## src/rtl/core/xrng_pkg.sv

```systemverilog
// ----------------------------------------------------------------------------
// xrng_pkg
// Shared types and constants for the ranged xorshift128+ generator.
// ----------------------------------------------------------------------------
package xrng_pkg;

  localparam int unsigned DataW = 64;
  localparam int unsigned HalfW = DataW / 2;

  localparam logic [DataW-1:0] GoldenInc = 64'h9e3779b97f4a7c15;
  localparam logic [DataW-1:0] MixMul1   = 64'hbf58476d1ce4e5b9;
  localparam logic [DataW-1:0] MixMul2   = 64'h94d049bb133111eb;
  localparam logic [DataW-1:0] AllOnes   = {DataW{1'b1}};

  localparam int unsigned XsShl   = 23;
  localparam int unsigned XsShrX  = 18;
  localparam int unsigned XsShrY  = 5;
  localparam int unsigned MixShr1 = 30;
  localparam int unsigned MixShr2 = 27;
  localparam int unsigned MixShr3 = 31;

  localparam logic FuncNext  = 1'b0;
  localparam logic FuncRange = 1'b1;

  typedef enum logic [3:0] {
    S_MIX_A,
    S_MIX_AW,
    S_MIX_BW,
    S_IDLE,
    S_NEXT,
    S_DRAW_HI,
    S_DRAW_LO,
    S_SPLIT,
    S_LIM_GO,
    S_LIM_WAIT,
    S_CHECK,
    S_MOD_WAIT,
    S_OUT
  } xrng_state_e;

  typedef struct packed {
    logic             start;
    logic [DataW-1:0] op_a;
    logic [DataW-1:0] op_b;
  } xrng_op_req_t;

endpackage

```

## src/rtl/core/xorshift128plus_ranged_rng_top.sv

```systemverilog
// ----------------------------------------------------------------------------
// xorshift128plus_ranged_rng_top
// xorshift128+ generator with plain and bounded draws, splitmix64 seeding.
//
// Input channel (in_valid_i / in_stall_o): one request per item, func_i
// picks a plain draw or a range draw over [low_bound_i, high_bound_i].
// Output channel (out_valid_o / out_stall_i): one value_o per request,
// held in an output register until taken.
// A plain draw runs S_NEXT, then S_OUT. A range draw runs S_DRAW_HI,
// S_DRAW_LO and S_SPLIT, then S_OUT for full or power-of-two spans; other
// spans run the shared restoring remainder unit twice (limit, then modulo),
// and every rejected draw is drawn again.
// One request is worked on at a time; in_stall_o stays high while busy.
// Seeding runs splitmix64 twice through one shared 32x32 multiplier after
// reset and after each seed write; requests are stalled meanwhile.
// A stalled output holds the finished value and the block waits before
// returning to idle.
// ----------------------------------------------------------------------------
module xorshift128plus_ranged_rng_top (
  input  logic                              clk_i,
  input  logic                              rst_ni,
  input  logic                              seed_we_i,
  input  logic signed [xrng_pkg::DataW-1:0] seed_i,
  input  logic                              in_valid_i,
  output logic                              in_stall_o,
  input  logic                              func_i,
  input  logic signed [xrng_pkg::DataW-1:0] low_bound_i,
  input  logic signed [xrng_pkg::DataW-1:0] high_bound_i,
  output logic                              out_valid_o,
  input  logic                              out_stall_i,
  output logic signed [xrng_pkg::DataW-1:0] value_o
);
  import xrng_pkg::*;

  xrng_state_e state_q, state_d;

  logic [DataW-1:0] ctr_q, word_a_q, word_b_q;
  logic             mix_sel_q;
  logic [DataW-1:0] low_q, span_q, n_q, d_q, limit_q, res_q;
  logic [HalfW-1:0] hi_q;
  logic             full_q, pow2_q, lim_done_q;
  logic             out_valid_q;
  logic [DataW-1:0] value_q;

  xrng_op_req_t     mul_req, rem_req;
  logic             mul_done, rem_done;
  logic [DataW-1:0] mul_prod, rem_val;

  logic             in_acc, out_load, out_free;
  logic [DataW-1:0] sum, xs_x, next_b, draw, mixed, span_in, span_inc;

  assign sum      = word_a_q + word_b_q;
  assign xs_x     = word_a_q ^ (word_a_q << XsShl);
  assign next_b   = xs_x ^ word_b_q ^ (xs_x >> XsShrX) ^ (word_b_q >> XsShrY);
  assign draw     = sum >> 1;
  assign mixed    = mul_prod ^ (mul_prod >> MixShr3);
  assign span_in  = DataW'(high_bound_i) - DataW'(low_bound_i);
  assign span_inc = span_q + 1'b1;
  assign out_free = !out_valid_q || !out_stall_i;
  assign in_acc   = in_valid_i && !in_stall_o;
  assign out_load = (state_q == S_OUT) && out_free;

  xrng_mul64lo u_mul (
    .clk_i  (clk_i),
    .rst_ni (rst_ni),
    .req_i  (mul_req),
    .done_o (mul_done),
    .prod_o (mul_prod)
  );

  xrng_urem64 u_rem (
    .clk_i  (clk_i),
    .rst_ni (rst_ni),
    .req_i  (rem_req),
    .done_o (rem_done),
    .rem_o  (rem_val)
  );

  always_comb begin
    state_d = state_q;
    case (state_q)
      S_MIX_A:    state_d = S_MIX_AW;
      S_MIX_AW:   if (mul_done) state_d = S_MIX_BW;
      S_MIX_BW: begin
        if (mul_done) state_d = mix_sel_q ? S_IDLE : S_MIX_A;
      end
      S_IDLE: begin
        if (in_acc) state_d = (func_i == FuncRange) ? S_DRAW_HI : S_NEXT;
      end
      S_NEXT:     state_d = S_OUT;
      S_DRAW_HI:  state_d = S_DRAW_LO;
      S_DRAW_LO:  state_d = S_SPLIT;
      S_SPLIT: begin
        if (full_q || pow2_q) begin
          state_d = S_OUT;
        end else begin
          state_d = lim_done_q ? S_CHECK : S_LIM_GO;
        end
      end
      S_LIM_GO:   state_d = S_LIM_WAIT;
      S_LIM_WAIT: if (rem_done) state_d = S_CHECK;
      S_CHECK:    state_d = (d_q > limit_q) ? S_DRAW_HI : S_MOD_WAIT;
      S_MOD_WAIT: if (rem_done) state_d = S_OUT;
      S_OUT:      if (out_free) state_d = S_IDLE;
      default:    state_d = S_IDLE;
    endcase
    if (seed_we_i) state_d = S_MIX_A;
  end

  always_comb begin
    in_stall_o    = (state_q != S_IDLE) || seed_we_i;
    mul_req.start = (state_q == S_MIX_A) || ((state_q == S_MIX_AW) && mul_done);
    if (state_q == S_MIX_A) begin
      mul_req.op_a = ctr_q ^ (ctr_q >> MixShr1);
      mul_req.op_b = MixMul1;
    end else begin
      mul_req.op_a = mul_prod ^ (mul_prod >> MixShr2);
      mul_req.op_b = MixMul2;
    end
    rem_req.start = (state_q == S_LIM_GO) || ((state_q == S_CHECK) && !(d_q > limit_q));
    rem_req.op_a  = (state_q == S_CHECK) ? d_q : AllOnes;
    rem_req.op_b  = n_q;
  end

  always_ff @(posedge clk_i or negedge rst_ni) begin
    if (!rst_ni) begin
      state_q     <= S_MIX_A;
      ctr_q       <= GoldenInc;
      mix_sel_q   <= 1'b0;
      lim_done_q  <= 1'b0;
      out_valid_q <= 1'b0;
    end else begin
      state_q <= state_d;
      if (seed_we_i) begin
        ctr_q     <= DataW'(seed_i) + GoldenInc;
        mix_sel_q <= 1'b0;
      end else if ((state_q == S_MIX_BW) && mul_done && !mix_sel_q) begin
        ctr_q     <= ctr_q + GoldenInc;
        mix_sel_q <= 1'b1;
      end
      if (in_acc) begin
        lim_done_q <= 1'b0;
      end else if ((state_q == S_LIM_WAIT) && rem_done) begin
        lim_done_q <= 1'b1;
      end
      if (out_load) begin
        out_valid_q <= 1'b1;
      end else if (!out_stall_i) begin
        out_valid_q <= 1'b0;
      end
    end
  end

  always_ff @(posedge clk_i) begin
    if ((state_q == S_MIX_BW) && mul_done) begin
      if (mix_sel_q) begin
        word_b_q <= mixed;
      end else begin
        word_a_q <= mixed;
      end
    end
    if ((state_q == S_NEXT) || (state_q == S_DRAW_HI) || (state_q == S_DRAW_LO)) begin
      word_a_q <= word_b_q;
      word_b_q <= next_b;
    end
    if (in_acc) begin
      low_q  <= DataW'(low_bound_i);
      span_q <= span_in;
    end
    case (state_q)
      S_NEXT: res_q <= draw;
      S_DRAW_HI: begin
        hi_q   <= draw[HalfW-1:0];
        full_q <= &span_q;
        pow2_q <= (span_inc & span_q) == '0;
        n_q    <= span_inc;
      end
      S_DRAW_LO: d_q <= {hi_q, {HalfW{1'b0}}} | draw;
      S_SPLIT: begin
        if (full_q) begin
          res_q <= d_q + low_q;
        end else begin
          res_q <= (d_q & span_q) + low_q;
        end
      end
      S_LIM_WAIT: if (rem_done) limit_q <= ~rem_val - 1'b1;
      S_MOD_WAIT: if (rem_done) res_q <= rem_val + low_q;
      default: res_q <= res_q;
    endcase
    if (out_load) value_q <= res_q;
  end

  assign out_valid_o = out_valid_q;
  assign value_o     = value_q;

endmodule

```

## src/rtl/core/xrng_mul64lo.sv

```systemverilog
// ----------------------------------------------------------------------------
// xrng_mul64lo
// Low half of a 64x64 product from one 32x32 multiplier, partial products in turn.
// ----------------------------------------------------------------------------
module xrng_mul64lo (
  input  logic                       clk_i,
  input  logic                       rst_ni,
  input  xrng_pkg::xrng_op_req_t     req_i,
  output logic                       done_o,
  output logic [xrng_pkg::DataW-1:0] prod_o
);
  import xrng_pkg::*;

  logic [DataW-1:0] a_q, b_q, pp_q, acc_q;
  logic [1:0]       cnt_q;
  logic             busy_q, done_q;
  logic [HalfW-1:0] op_a, op_b;
  logic [DataW-1:0] mult;
  logic [DataW-1:0] pp_shl;

  assign op_a   = (cnt_q == 2'd2) ? a_q[DataW-1:HalfW] : a_q[HalfW-1:0];
  assign op_b   = (cnt_q == 2'd1) ? b_q[DataW-1:HalfW] : b_q[HalfW-1:0];
  assign mult   = {{HalfW{1'b0}}, op_a} * {{HalfW{1'b0}}, op_b};
  assign pp_shl = {pp_q[HalfW-1:0], {HalfW{1'b0}}};

  always_ff @(posedge clk_i or negedge rst_ni) begin
    if (!rst_ni) begin
      busy_q <= 1'b0;
      done_q <= 1'b0;
      cnt_q  <= 2'd0;
    end else begin
      done_q <= 1'b0;
      if (req_i.start) begin
        busy_q <= 1'b1;
        cnt_q  <= 2'd0;
      end else if (busy_q) begin
        cnt_q <= cnt_q + 2'd1;
        if (cnt_q == 2'd3) begin
          busy_q <= 1'b0;
          done_q <= 1'b1;
        end
      end
    end
  end

  always_ff @(posedge clk_i) begin
    if (req_i.start) begin
      a_q <= req_i.op_a;
      b_q <= req_i.op_b;
    end else if (busy_q) begin
      pp_q <= mult;
      case (cnt_q)
        2'd0:    acc_q <= acc_q;
        2'd1:    acc_q <= pp_q;
        default: acc_q <= acc_q + pp_shl;
      endcase
    end
  end

  assign done_o = done_q;
  assign prod_o = acc_q;

endmodule

```

## src/rtl/core/xrng_urem64.sv

```systemverilog
// ----------------------------------------------------------------------------
// xrng_urem64
// Unsigned 64-bit remainder, restoring, one quotient bit per cycle.
// ----------------------------------------------------------------------------
module xrng_urem64 (
  input  logic                       clk_i,
  input  logic                       rst_ni,
  input  xrng_pkg::xrng_op_req_t     req_i,
  output logic                       done_o,
  output logic [xrng_pkg::DataW-1:0] rem_o
);
  import xrng_pkg::*;

  localparam int unsigned CntW = $clog2(DataW);

  logic [DataW-1:0] dvd_q, div_q, rem_q;
  logic [CntW-1:0]  cnt_q;
  logic             busy_q, done_q;
  logic [DataW:0]   trial, diff;

  assign trial = {rem_q, dvd_q[DataW-1]};
  assign diff  = trial - {1'b0, div_q};

  always_ff @(posedge clk_i or negedge rst_ni) begin
    if (!rst_ni) begin
      busy_q <= 1'b0;
      done_q <= 1'b0;
      cnt_q  <= '0;
    end else begin
      done_q <= 1'b0;
      if (req_i.start) begin
        busy_q <= 1'b1;
        cnt_q  <= CntW'(DataW - 1);
      end else if (busy_q) begin
        cnt_q <= cnt_q - 1'b1;
        if (cnt_q == '0) begin
          busy_q <= 1'b0;
          done_q <= 1'b1;
        end
      end
    end
  end

  always_ff @(posedge clk_i) begin
    if (req_i.start) begin
      dvd_q <= req_i.op_a;
      div_q <= req_i.op_b;
      rem_q <= '0;
    end else if (busy_q) begin
      dvd_q <= {dvd_q[DataW-2:0], 1'b0};
      if (!diff[DataW]) begin
        rem_q <= diff[DataW-1:0];
      end else begin
        rem_q <= trial[DataW-1:0];
      end
    end
  end

  assign done_o = done_q;
  assign rem_o  = rem_q;

endmodule

```

## config.mk

```make
export PLATFORM = sky130hd
export DESIGN_NAME = xorshift128plus_ranged_rng_top
export DESIGN_NICKNAME = d
export VERILOG_FILES = /design/src/rtl/core/xrng_pkg.sv /design/src/rtl/core/xorshift128plus_ranged_rng_top.sv /design/src/rtl/core/xrng_mul64lo.sv /design/src/rtl/core/xrng_urem64.sv
export SDC_FILE = /design/constraint.sdc
export NUM_CORES = 2
export LEC_CHECK = 0
export ABC_AREA = 1
export BUFFER_PORTS_ARGS = -buffer_cell sky130_fd_sc_hd__buf_2
export CORE_ASPECT_RATIO = 1.5
export CORE_MARGIN = 5
export CORE_UTILIZATION = 43
export DETAILED_ROUTE_END_ITERATION = 8
export GPL_ROUTABILITY_DRIVEN = 0
export PLACE_DENSITY_LB_ADDON = 0.12
export SYNTH_ARGS = -nofsm -noshare
export SYNTH_HDL_FRONTEND = slang
export SYNTH_SLANG_ARGS = --single-unit
```

## constraint.sdc

```tcl
create_clock -name clk_i -period 9.19 [get_ports clk_i]
set_input_delay 1.838 -clock clk_i [delete_from_list [all_inputs] [get_ports clk_i]]
set_output_delay 1.838 -clock clk_i [all_outputs]
set_load 0.05 [all_outputs]
```

==> impl_metrics.toml <==
[yosys]
ys_top_cells_by_count = "2848 x nand2_1, 2465 x inv_1, 1252 x nor2_1"
synth_most_common_cell = "nand2_1"
ys_top_cells_by_area = "edfxtp_1 27%, fa_1 16%, nand2_1 10%"
ys_ff_latch = 1079
synth_cell_types = 66
synth_flop_cell = "edfxtp_1"
syn_inst = 12900
yosysTopAreaCell = "edfxtp_1"
syn_area_mm2 = 0.104
synthesis.nets = 14600
yosys.area.top_type_share = 0.270
synth_seq_area_share = 0.303
synth_edf_count = 932
async_flop_share = 0.0769
ys_warn_count = 0
syn_avg_cell_area_um2 = 8.05

[cts]
numCtsBuffers = 107
cts_tree = "built"
cts_sinks = 1079
clockBufferDepth = 3
holdBufCountCts = 0
htreeDepth = 3
clk_latency_ps = 800
clk_pin_slew_worst_paths_ps = 70
cts-root-buf = "clkbuf_16"

[place]
hpwlAfterDp_mm = 408
post_dp_cell_area_mm2 = 0.110
port_buffers = 263
dpl_worst_slack_ps = 52.4

[global_routing]
antenna_found_initial = 47
grt.overflow.total = 0
gr-usage-all-layers = 0.391
grt_pass1_vias = 97500
grt_pass1_wl_mm = 696
grt_max_degree = 201

[timing]
finalCritPeriodShare = 0.982
timing.fmax_ghz = 0.111
skew_ps = 57.6
fin_setup_tns_ps = 0
post-route-min-period_ps = 9030
setup_viol = 0
slew-limit-headroom = 0.0139
tightest_slew_ps = 1460
worst_slack_ps = 165
maxSlewViolCount = 0
hold_viol_final = 0
rsz0062_at_grt = "false"

[run]
maxCapViolCount = 1

[critical_path]
regToRegSetupSlack_ps = 160
crit_top_cell = "fa_1"
timing.rr.start = "u_mul.cnt_q[0]"
crit_arrival_ps = 9530
crit_type = "register to register"
cp.required_ps = 9700
max_stage_delay_ps = 570
rr_worst_depth = 28
start_kind = "register"
critPathCaptureType = "register"
worst-path-buf-inv = 9
rr_endpoint = "u_mul.pp_q[60]"
cpMaxStageDelayCell = "fa_1"
cp_top_family = "adder cells"
cp_max_fo = 21

[hold_path]
hold_path_class = "register to register"
holdPathStages = 0
holdPathEnd = "value_o[58]"
holdCritStartpoint = "res_q[58]"

[die]
die_w_um = 411
initial_core_util = 0.432
io_pins = 264
die_h_um = 611
coreArea_mm2 = 0.239
rows = 220
die_area_mm2 = 0.251

[layout]
drive_gt1_frac = 0.0692
syn2layout_area_growth_pct = 9.65
final_nets = 15000
fin_area_mm2 = 0.114

[routing]
wl_per_cell_um = 30.4
vias = 95100
dr.pass1.iters = 9
drtIter0Drc = 9624
ant_nets = 0
wirelength_mm = 500
drc = 1
vias_per_cell = 5.79

[outcome]
violations = "design-rule violations, max-capacitance violations"
status = "finished with violations"
==> how the worst max path moves through the flow <==
stage | start | cells after the start | slack, ps | to
floorplan | u_mul.cnt_q[0] | 29 | 1020 | u_mul.pp_q[56]
global route | u_mul.cnt_q[0] | 31 | 20 | u_mul.pp_q[60]
CTS | u_mul.cnt_q[0] | 25 | 40 | u_mul.pp_q[60]
detailed placement | u_mul.cnt_q[0] | 25 | 50 | u_mul.pp_q[60]
global placement | u_mul.cnt_q[0] | 29 | 110 | u_mul.pp_q[55]
finish | u_mul.cnt_q[0] | 28 | 160 | u_mul.pp_q[60]
==> cell type report <==
cell class	instances	area, um^2
sequential	1079	31400
tap	3108	3890
clock buffer	139	3000
inverter	2496	9370
antenna	20	50.0
clock inverter	63	847
fill	23900	126000
timing repair buffer	490	3130
multi-input combinational	9034	61800
==> registers in the layout, indices dropped and copies added (netlist names), 4 cells and up <==
register      flops
value_o          64
hi_q             32
res_q            64
u_mul.pp_q       64
d_q              64
u_rem.cnt_q       6
u_rem.div_q      64
limit_q          64
u_rem.dvd_q      64
state_q           4
u_rem.rem_o      64
word_a_q         64
n_q              64
low_q            64
u_mul.a_q        64
span_q           64
word_b_q         64
ctr_q            64
u_mul.prod_o     64
==> metrics by stage <==
stage	cells	hold slack, ps	util
floorplan	12900	400	-
global placement	16200	400	0.457
detailed placement	16200	405	0.457
CTS	16400	389	0.473
global route	16400	394	0.474
finish	16400	388	0.474
==> layer usage <==
layer / global-route usage / up-vias / wire length (um)
met5: 0 / - / 158
met3: 0.0907 / 2447 / 38900
met2: 0.659 / 5451 / 236000
met4: 0.465 / 22 / 78200
li1: - / 41700 / -
met1: 0.359 / 45500 / 147000
==> cell usage in the layout, fill, tap and decap left out, drive strengths merged, types with 139 or more instances in the layout <==
cell type,instances
a21oi,621
buf,490
clkbuf,139
edfxtp,932
fa,822
ha,758
inv,2500
nand2,2873
nand3,625
nor2,1281
o21ai,777
xnor2,241
xor2,304
==> worst register-to-register path: cells and delay by family, from the launching register on <==
| family | cells | cell delay, ps |
|---|---|---|
| AND/OR/NAND/NOR | 6 | 1630 |
| AO/OA/AOI/OAI | 2 | 510 |
| buffers and inverters | 9 | 1230 |
| XOR/XNOR | 1 | 140 |
| flip-flops | 1 | 420 |
| adder cells (fa/ha/maj) | 10 | 4860 |
==> what timing repair did <==
item                                    in CTS  in global routing
resized for setup                            0                 14
endpoints found under the hold margin        0                  0
buffers inserted                             0                  0
endpoints found under the setup margin       0                 16
==> cells by family after synthesis <==
kind of cell               after synthesis  share of synthesized area
xor gates and xnor gates               545                     0.0461
AOI/OAI and AO/OA                     1744                     0.0931
DFF                                   1079                      0.303
buffers and inverters                 2748                      0.101
and+or+nand+nor                       5165                      0.206
adders and majority gates             1580                      0.251
Power is not shown: default switching activity piles up to over one toggle a cycle in this logic, so the estimate is an artifact.
